### config.mk
export PLATFORM = sky130hd
export DESIGN_NAME = rme_decode
export DESIGN_NICKNAME = d
export VERILOG_FILES = /design/src/sv/rme_pkg.sv /design/src/sv/rme_decode.sv
export SDC_FILE = /design/constraint.sdc
export NUM_CORES = 1
export LEC_CHECK = 0
export BUFFER_PORTS_ARGS = -buffer_cell sky130_fd_sc_hd__buf_2
export CAP_MARGIN = 20
export CORE_AREA = 2 2 210 212
export DETAILED_ROUTE_END_ITERATION = 8
export DIE_AREA = 0 0 212 214
export GPL_TIMING_DRIVEN = 0
export SYNTH_ARGS = -nofsm -noshare
export SYNTH_HDL_FRONTEND = slang
export SYNTH_SLANG_ARGS = --single-unit
### constraint.sdc
create_clock -name vclk -period 9.18
set_input_delay 1.836 -clock vclk [all_inputs]
set_output_delay 1.836 -clock vclk [all_outputs]
set_load 0.01 [all_outputs]
### src/sv/rme_pkg.sv
// ----------------------------------------------------------------------------
// rme_pkg
// Opcodes, masks, instruction lengths and shared types of the register
// machine execute unit.
// ----------------------------------------------------------------------------
package rme_pkg;

  localparam int REGISTER_COUNT = 8;
  localparam int REG_INDEX_W    = $clog2(REGISTER_COUNT);

  localparam logic [7:0] MAJOR_CTRL  = 8'h00;
  localparam logic [7:0] MAJOR_ARITH = 8'h01;
  localparam logic [7:0] MAJOR_LOAD  = 8'h02;
  localparam logic [7:0] MAJOR_MUL   = 8'h03;

  localparam logic [7:0] MINOR_NOP  = 8'h00;
  localparam logic [7:0] MINOR_HALT = 8'h01;

  localparam logic [3:0] ARITH_INC   = 4'h0;
  localparam logic [3:0] ARITH_DEC   = 4'h8;
  localparam logic [3:0] ARITH_ADD64 = 4'h4;
  localparam logic [3:0] ARITH_ADD32 = 4'h5;
  localparam logic [3:0] ARITH_ADD8  = 4'h7;
  localparam logic [3:0] ARITH_SUB64 = 4'hC;
  localparam logic [3:0] ARITH_SUB32 = 4'hD;
  localparam logic [3:0] ARITH_SUB8  = 4'hF;

  localparam logic [3:0] LOAD_IMM64   = 4'h0;
  localparam logic [3:0] LOAD_IMM32   = 4'h1;
  localparam logic [3:0] LOAD_IMM8    = 4'h3;
  localparam logic [3:0] LOAD_MERGE32 = 4'h5;
  localparam logic [3:0] LOAD_MERGE8  = 4'h7;

  localparam logic [7:0] MUL_R0 = 8'h00;
  localparam logic [7:0] MUL_R1 = 8'h01;
  localparam logic [7:0] MUL_R2 = 8'h02;
  localparam logic [7:0] MUL_R3 = 8'h04;

  localparam logic [3:0] ADV_SHORT = 4'd2;
  localparam logic [3:0] ADV_IMM64 = 4'd10;
  localparam logic [3:0] ADV_IMM32 = 4'd6;
  localparam logic [3:0] ADV_IMM8  = 4'd3;

  localparam logic [63:0] MASK_PARTIAL4 = 64'h7fff_ffff_0000_0000;
  localparam logic [63:0] MASK_PARTIAL1 = 64'h7fff_ffff_ffff_0000;

  typedef struct packed {
    logic                   is_mul;
    logic [63:0]            next_ip;
    logic                   halted;
    logic                   illegal;
    logic                   wr;
    logic [REG_INDEX_W-1:0] dest_index;
    logic [63:0]            dest_value;
    logic                   wr_hi;
    logic [63:0]            high_value;
  } exec_t;

  function automatic logic [REG_INDEX_W-1:0] read_index(input logic [7:0] major,
                                                        input logic [7:0] minor);
    logic [REG_INDEX_W-1:0] idx;
    idx = minor[REG_INDEX_W-1:0];
    if (major == MAJOR_MUL) begin
      idx = (minor == MUL_R3) ? REG_INDEX_W'(3) : REG_INDEX_W'(minor[1:0]);
    end
    return idx;
  endfunction

endpackage

### src/sv/rme_decode.sv
// ----------------------------------------------------------------------------
// rme_decode
// Decodes one instruction and computes its register write, pointer update
// and halt status from the current machine state.
// ----------------------------------------------------------------------------
module rme_decode (
  input  logic                           stopped,
  input  logic [63:0]                    ip,
  input  logic [7:0]                     major_op,
  input  logic [7:0]                     minor_op,
  input  logic [63:0]                    immediate,
  input  logic [63:0]                    operand,
  input  logic [63:0]                    mul_lo,
  input  logic [63:0]                    mul_hi,
  output rme_pkg::exec_t                 exec
);

  logic                            bad;
  logic                            halt;
  logic                            wr;
  logic                            wr_hi;
  logic                            is_mul;
  logic                            sub;
  logic [3:0]                      adv;
  logic [63:0]                     val;
  logic [63:0]                     hval;
  logic [63:0]                     addend;
  logic [rme_pkg::REG_INDEX_W-1:0] dest;
  logic [63:0]                     imm32;
  logic [63:0]                     imm8;

  always_comb begin
    bad    = 1'b0;
    halt   = 1'b0;
    wr     = 1'b0;
    wr_hi  = 1'b0;
    is_mul = 1'b0;
    sub    = 1'b0;
    adv    = 4'd0;
    val    = 64'd0;
    hval   = 64'd0;
    addend = 64'd0;
    dest   = '0;
    imm32  = {32'd0, immediate[31:0]};
    imm8   = {56'd0, immediate[7:0]};

    if (stopped) begin
      halt = 1'b1;
    end else begin
      case (major_op)
        rme_pkg::MAJOR_CTRL: begin
          if (minor_op == rme_pkg::MINOR_NOP) begin
            adv = rme_pkg::ADV_SHORT;
          end else if (minor_op == rme_pkg::MINOR_HALT) begin
            halt = 1'b1;
          end else begin
            bad = 1'b1;
          end
        end
        rme_pkg::MAJOR_ARITH: begin
          if (!minor_op[3]) begin
            wr   = 1'b1;
            dest = minor_op[rme_pkg::REG_INDEX_W-1:0];
            case (minor_op[7:4])
              rme_pkg::ARITH_INC: begin
                addend = 64'd1;
                adv    = rme_pkg::ADV_SHORT;
              end
              rme_pkg::ARITH_DEC: begin
                addend = 64'd1;
                sub    = 1'b1;
                adv    = rme_pkg::ADV_SHORT;
              end
              rme_pkg::ARITH_ADD64: begin
                addend = immediate;
                adv    = rme_pkg::ADV_IMM64;
              end
              rme_pkg::ARITH_ADD32: begin
                addend = imm32;
                adv    = rme_pkg::ADV_IMM32;
              end
              rme_pkg::ARITH_ADD8: begin
                addend = imm8;
                adv    = rme_pkg::ADV_IMM8;
              end
              rme_pkg::ARITH_SUB64: begin
                addend = immediate;
                sub    = 1'b1;
                adv    = rme_pkg::ADV_IMM64;
              end
              rme_pkg::ARITH_SUB32: begin
                addend = imm32;
                sub    = 1'b1;
                adv    = rme_pkg::ADV_IMM32;
              end
              rme_pkg::ARITH_SUB8: begin
                addend = imm8;
                sub    = 1'b1;
                adv    = rme_pkg::ADV_IMM8;
              end
              default: begin
                wr  = 1'b0;
                bad = 1'b1;
              end
            endcase
            val = sub ? (operand - addend) : (operand + addend);
          end else begin
            bad = 1'b1;
          end
        end
        rme_pkg::MAJOR_LOAD: begin
          if (!minor_op[3]) begin
            wr   = 1'b1;
            dest = minor_op[rme_pkg::REG_INDEX_W-1:0];
            case (minor_op[7:4])
              rme_pkg::LOAD_IMM64: begin
                val = immediate;
                adv = rme_pkg::ADV_IMM64;
              end
              rme_pkg::LOAD_IMM32: begin
                val = imm32;
                adv = rme_pkg::ADV_IMM32;
              end
              rme_pkg::LOAD_IMM8: begin
                val = imm8;
                adv = rme_pkg::ADV_IMM8;
              end
              rme_pkg::LOAD_MERGE32: begin
                val = (operand & rme_pkg::MASK_PARTIAL4) + imm32;
                adv = rme_pkg::ADV_IMM32;
              end
              rme_pkg::LOAD_MERGE8: begin
                val = (operand & rme_pkg::MASK_PARTIAL1) + imm8;
                adv = rme_pkg::ADV_IMM8;
              end
              default: begin
                wr  = 1'b0;
                bad = 1'b1;
              end
            endcase
          end else begin
            bad = 1'b1;
          end
        end
        rme_pkg::MAJOR_MUL: begin
          if (minor_op == rme_pkg::MUL_R0 || minor_op == rme_pkg::MUL_R1 ||
              minor_op == rme_pkg::MUL_R2 || minor_op == rme_pkg::MUL_R3) begin
            is_mul = 1'b1;
            wr     = 1'b1;
            wr_hi  = 1'b1;
            dest   = rme_pkg::read_index(major_op, minor_op);
            val    = mul_lo;
            hval   = mul_hi;
            adv    = rme_pkg::ADV_IMM64;
          end else begin
            bad = 1'b1;
          end
        end
        default: begin
          bad = 1'b1;
        end
      endcase
    end

    if (bad) begin
      halt = 1'b1;
    end
    if (halt) begin
      wr    = 1'b0;
      wr_hi = 1'b0;
      val   = 64'd0;
      hval  = 64'd0;
      dest  = '0;
    end

    exec.is_mul     = is_mul && !halt;
    exec.next_ip    = halt ? ip : (ip + {60'd0, adv});
    exec.halted     = halt;
    exec.illegal    = bad;
    exec.wr         = wr;
    exec.dest_index = dest;
    exec.dest_value = val;
    exec.wr_hi      = wr_hi;
    exec.high_value = hval;
  end

endmodule

Yosys cells after proc, flatten, opt, wreduce, memory -nomap -nowiden
Cells that the tools add are included.
W data, S select, Z words.
{ "op_classes": {"addsub": 5, "eq_ne": 15, "n_reduce_logical": 18, "mux": 60} }
{ "op_table": {"columns": ["op", "count"], "rows": [
  ["$mux W64", 14],
  ["$pmux W64 S5", 1],
  ["$pmux W64 S4", 1],
  ["$pmux W64 S3", 1],
  ["$add A63 B32 Y64", 1],
  ["$add A63 B8 Y64", 1],
  ["$add A64 B4 Y64", 1],
  ["$add A64 B64 Y64", 1],
  ["$sub A64 B64 Y64", 1],
  ["$pmux W4 S4", 2],
  ["$mux W1", 27],
  ["$eq A8 B2 Y1 const B", 3],
  ["$eq A4 B4 Y1 const B", 4],
  ["$eq A8 B1 Y1 const B", 2],
  ["$logic_not A8 Y1", 2],
  ["$mux W4", 4],
  ["$reduce_or A2 Y1", 7],
  ["$eq A4 B3 Y1 const B", 3],
  ["$pmux W4 S3", 1],
  ["$mux W3", 3],
  ["$eq A8 B3 Y1 const B", 1],
  ["$reduce_or A8 Y1", 1],
  ["$mux W2", 3],
  ["$pmux W3 S2", 1],
  ["other kinds (10)", 12]
]} }
{ "totals": {"out_inout_bits": 200, "regBits": 0, "inputBits": 337} }

Depth between registers and ports, before layout
{ "logic_depth": {"ltp_word": 12, "ltp_mapped": 29, "depth_no_buf": 25} }

Worst setup path before layout
No wires, ideal clock.
{ "synth_timing": {"path_kind": "in2out", "start": "input minor_op[5]", "end": "output exec[126] (netlist bit)", "path_stages": 28, "n_path_buf": 4, "arrival_ns": 6.588, "slack_ns": 0.756, "required_time_ns": 7.344, "path_cell_list": "or2b_1 > clkbuf_1 > and2_1 > clkbuf_1 > nand2_1 > ha_1 > inv_1 > a31oi_1 > o22ai_1 > a21oi_1 > and2_1 > clkbuf_1 > nand2_1 > nand2b_1 > or3_1 > nand3_1 > ha_1 > clkbuf_1 > a21o_1 > a21oi_1 > o21bai_1 > a21o_1 > a21o_1 > a221o_1 > a31o_2 > a21oi_1 > xor2_1 > o22ai_1"} }
{ "synth_rtl": {"columns": ["element", "line_no", "source"], "rows": [
  ["start, declared", "rme_decode.sv:10", "input logic [7:0] minor_op,"],
  ["end, declared", "rme_decode.sv:15", "output rme_pkg::exec_t exec"]
]} }

==> flow_metrics.env <==
export IMPL_ant_nets=0
export IMPL_pwr_share_seq_pct=0
export IMPL_worst_setup_path_type="in -> out"
export IMPL_synth_cell_types=78
export IMPL_hpwl_um=56900
export IMPL_coreArea_mm2=0.0429
export IMPL_tightestPinTransition_ps=1010
export IMPL_synth_area_leaders="xnor2_1 9.2%, ha_1 9.1%, nor2_1 8.4%, a21oi_1 6.9%, nand2_1 6.3%"
export IMPL_drt_total_wl_um=65300
export IMPL_place_congestion=1.01
export IMPL_finalSetupViolCount=0
export IMPL_synth_most_common_cell="nor2_1"
export IMPL_p_comb_share_pct=100.0
export IMPL_nClkBuffers=0
export IMPL_dr_pass1_iters=9
export IMPL_stdcell_count=2640
export IMPL_drt_iter0_drc=1559
export IMPL_post_route_period_util_pct=97.7
export IMPL_die_height_um=214
export IMPL_synth_avg_cell_area_um2=6.21
export IMPL_vdd_drop_max_mv=0.0257
export IMPL_p_clk_share_pct=0
export IMPL_final_core_util_pct=30.6
export IMPL_nFillCells=4810
export IMPL_vias_per_cell=5.51
export IMPL_core_rowCount=76
export IMPL_grt_pass1_vias=13507
export IMPL_max_freq_mhz=112
export IMPL_synthTopCellsByCount="208 x nor2_1, 156 x nand2_1, 129 x a21oi_1, 98 x xnor2_1, 86 x clkbuf_1"
export IMPL_final_seq_area_um2=0
export IMPL_power_share_switching_pct=61.8
export IMPL_critPathLaunchType="primary input"
export IMPL_worstPathMaxFanout=11
export IMPL_slowest_stage="o32a_1"
export IMPL_area_growth_pct=40.8
export IMPL_wl_per_cell_um=24.7
export IMPL_antenna_found_initial=26
export IMPL_place_inst=2625
export IMPL_grt_use_total_pct=27.0
export IMPL_final_max_slew_violation_count=0
export IMPL_max_stage_delay_ps=400
export IMPL_ios=537
export IMPL_min_path_type="in -> out"
export IMPL_start_util_pct=21.7
export IMPL_status="finished clean"
export IMPL_gr_total_overflow=0
export IMPL_crit_required_ps=7340
export IMPL_p_sw_mw=0.571
export IMPL_finalPower_mw=0.923
export IMPL_ys_seq_area_share_pct=0
export IMPL_netlist_instances=1501
export IMPL_internal_power_mw=0.352
export IMPL_drv_cap=0
export IMPL_postPlaceCellArea_mm2=0.0128
export IMPL_syn_nets=1908
export IMPL_p_leak_nw=5.85
export IMPL_rsz0062_at_grt="false"
export IMPL_hold_violations=0
export IMPL_remaining_drc_errors=0
export IMPL_ys_warn_count=0
export IMPL_finalNetCount=2452
export IMPL_slew_headroom_pct=32.7
export IMPL_finalCriticalPeriod_ps=8970
export IMPL_drive_gt1_share_pct=30.8
export IMPL_die_w_um=212
export IMPL_cts_hold_fix_buffers=0
export IMPL_worstPathArrival_ps=7130
export IMPL_synth_largest_area_cell="xnor2_1"
export IMPL_vias=14558
export IMPL_die_area_mm2=0.0454
export IMPL_synth_top_area_share_pct=9.20
export IMPL_grt_pass1_wl_um=90900
export IMPL_end_kind="output port"
export IMPL_p_per_area_mw_per_mm2=70.3
export IMPL_final_cell_area_mm2=0.0131
export IMPL_synth_area_mm2=0.00933
export IMPL_grt_max_degree=12
export IMPL_design_seq_count=0
export IMPL_numPortBuffers=536
==> layout by cell type (no fill, tap or decap), drive strengths merged, types with 7 or more instances in the layout <==
master | netlist | routed
ha | 68 | 68
xnor2 | 98 | 98
and4 | 7 | 7
a222oi | 29 | 29
a21oi | 129 | 129
clkbuf | 87 | 78
o21a | 9 | 9
a211oi | 10 | 10
nand2 | 156 | 156
inv | 31 | 31
and2 | 76 | 76
nor4 | 16 | 16
nand3 | 48 | 48
nor3 | 33 | 33
a21o | 40 | 40
diode | 0 | 12
and3 | 22 | 22
nor2b | 10 | 10
o22ai | 9 | 9
a221oi | 16 | 16
nand4 | 25 | 25
o211ai | 20 | 20
nor2 | 208 | 208
a31oi | 23 | 23
a22oi | 36 | 36
o21ai | 65 | 65
xor2 | 53 | 53
o31ai | 9 | 9
nand2b | 12 | 12
o311ai | 10 | 10
buf | 13 | 564
o21bai | 15 | 15
a22o | 22 | 22
or4 | 10 | 10
or3 | 14 | 14
==> cell families after synthesis <==
group                      Yosys count  synth area share [%]
and+or+nand+nor                    656                  34.0
AOI/OAI and AO/OA                  485                  35.9
xor gates and xnor gates           151                  14.2
buffers and inverters              131                  5.50
adders and majority gates           71                  9.66
muxes                                7                 0.832
==> layer usage <==
layer | GRT usage, % | share of wire (%) | vias to the layer above | wire length (um)
met3 | 4.16 | 8.5 | 190 | 5560
li1 | - | - | 6678 | -
met1 | 32.4 | 39 | 6791 | 25200
met2 | 46.4 | 48 | 885 | 31200
met5 | 0 | 0.15 | - | 98
met4 | 13.3 | 5.0 | 14 | 3290
==> final cells by class <==
class / count / area, um^2 / share of cell area [%]
inverters: 31 / 116 / 0.886
repair buffers: 552 / 2810 / 21.4
plain buffers: 90 / 374 / 2.85
multi-input cells: 1370 / 9080 / 69.1
well taps: 585 / 732 / 5.57
diodes: 12 / 30.0 / 0.229
==> path summary, 6_finish.rpt <==
check                  startpoint         to  slack (ps)  depth (start not counted)
worst max-delay path  minor_op[5]  exec[126]         210                         26
worst min-delay path       ip[14]  exec[149]        3950                          3
==> worst max-delay path, delay by kind of cell <==
| family | cells | cell delay (ps) |
|---|---|---|
| compound gates | 12 | 2660 |
| simple gates | 8 | 1460 |
| fa+ha+maj | 2 | 550 |
| buf+inv | 3 | 410 |
| xor+xnor | 1 | 210 |
==> metrics by stage <==
step | worst slack, ps | TNS, ps | hold slack [ps]
after floorplan | 756 | 0 | 3750
after detailed placement | -1530 | -31060 | 3950
after CTS | 38.8 | 0 | 3960
final | 214 | 0 | 3950
after global placement | -1530 | -30150 | 3950
after global routing | 14.7 | 0 | 3960
==> power groups by stage <==
stage,clock network [mW],registers (mW),logic [mW]
floorplan,0,0,0.541
global placement,0,0,0.860
detailed placement,0,0,0.862
CTS,0,0,0.889
global route,0.000000147,0,0.998
finish,0.000000163,0,0.923
==> what timing repair did <==
action,4_1_cts,5_1_grt
endpoints found under the hold margin,0,0
setup buffers,6,7
resized for setup,42,27
pin swaps,6,6
endpoints found under the setup margin,42,38
Power figures use the tool's default switching activity.
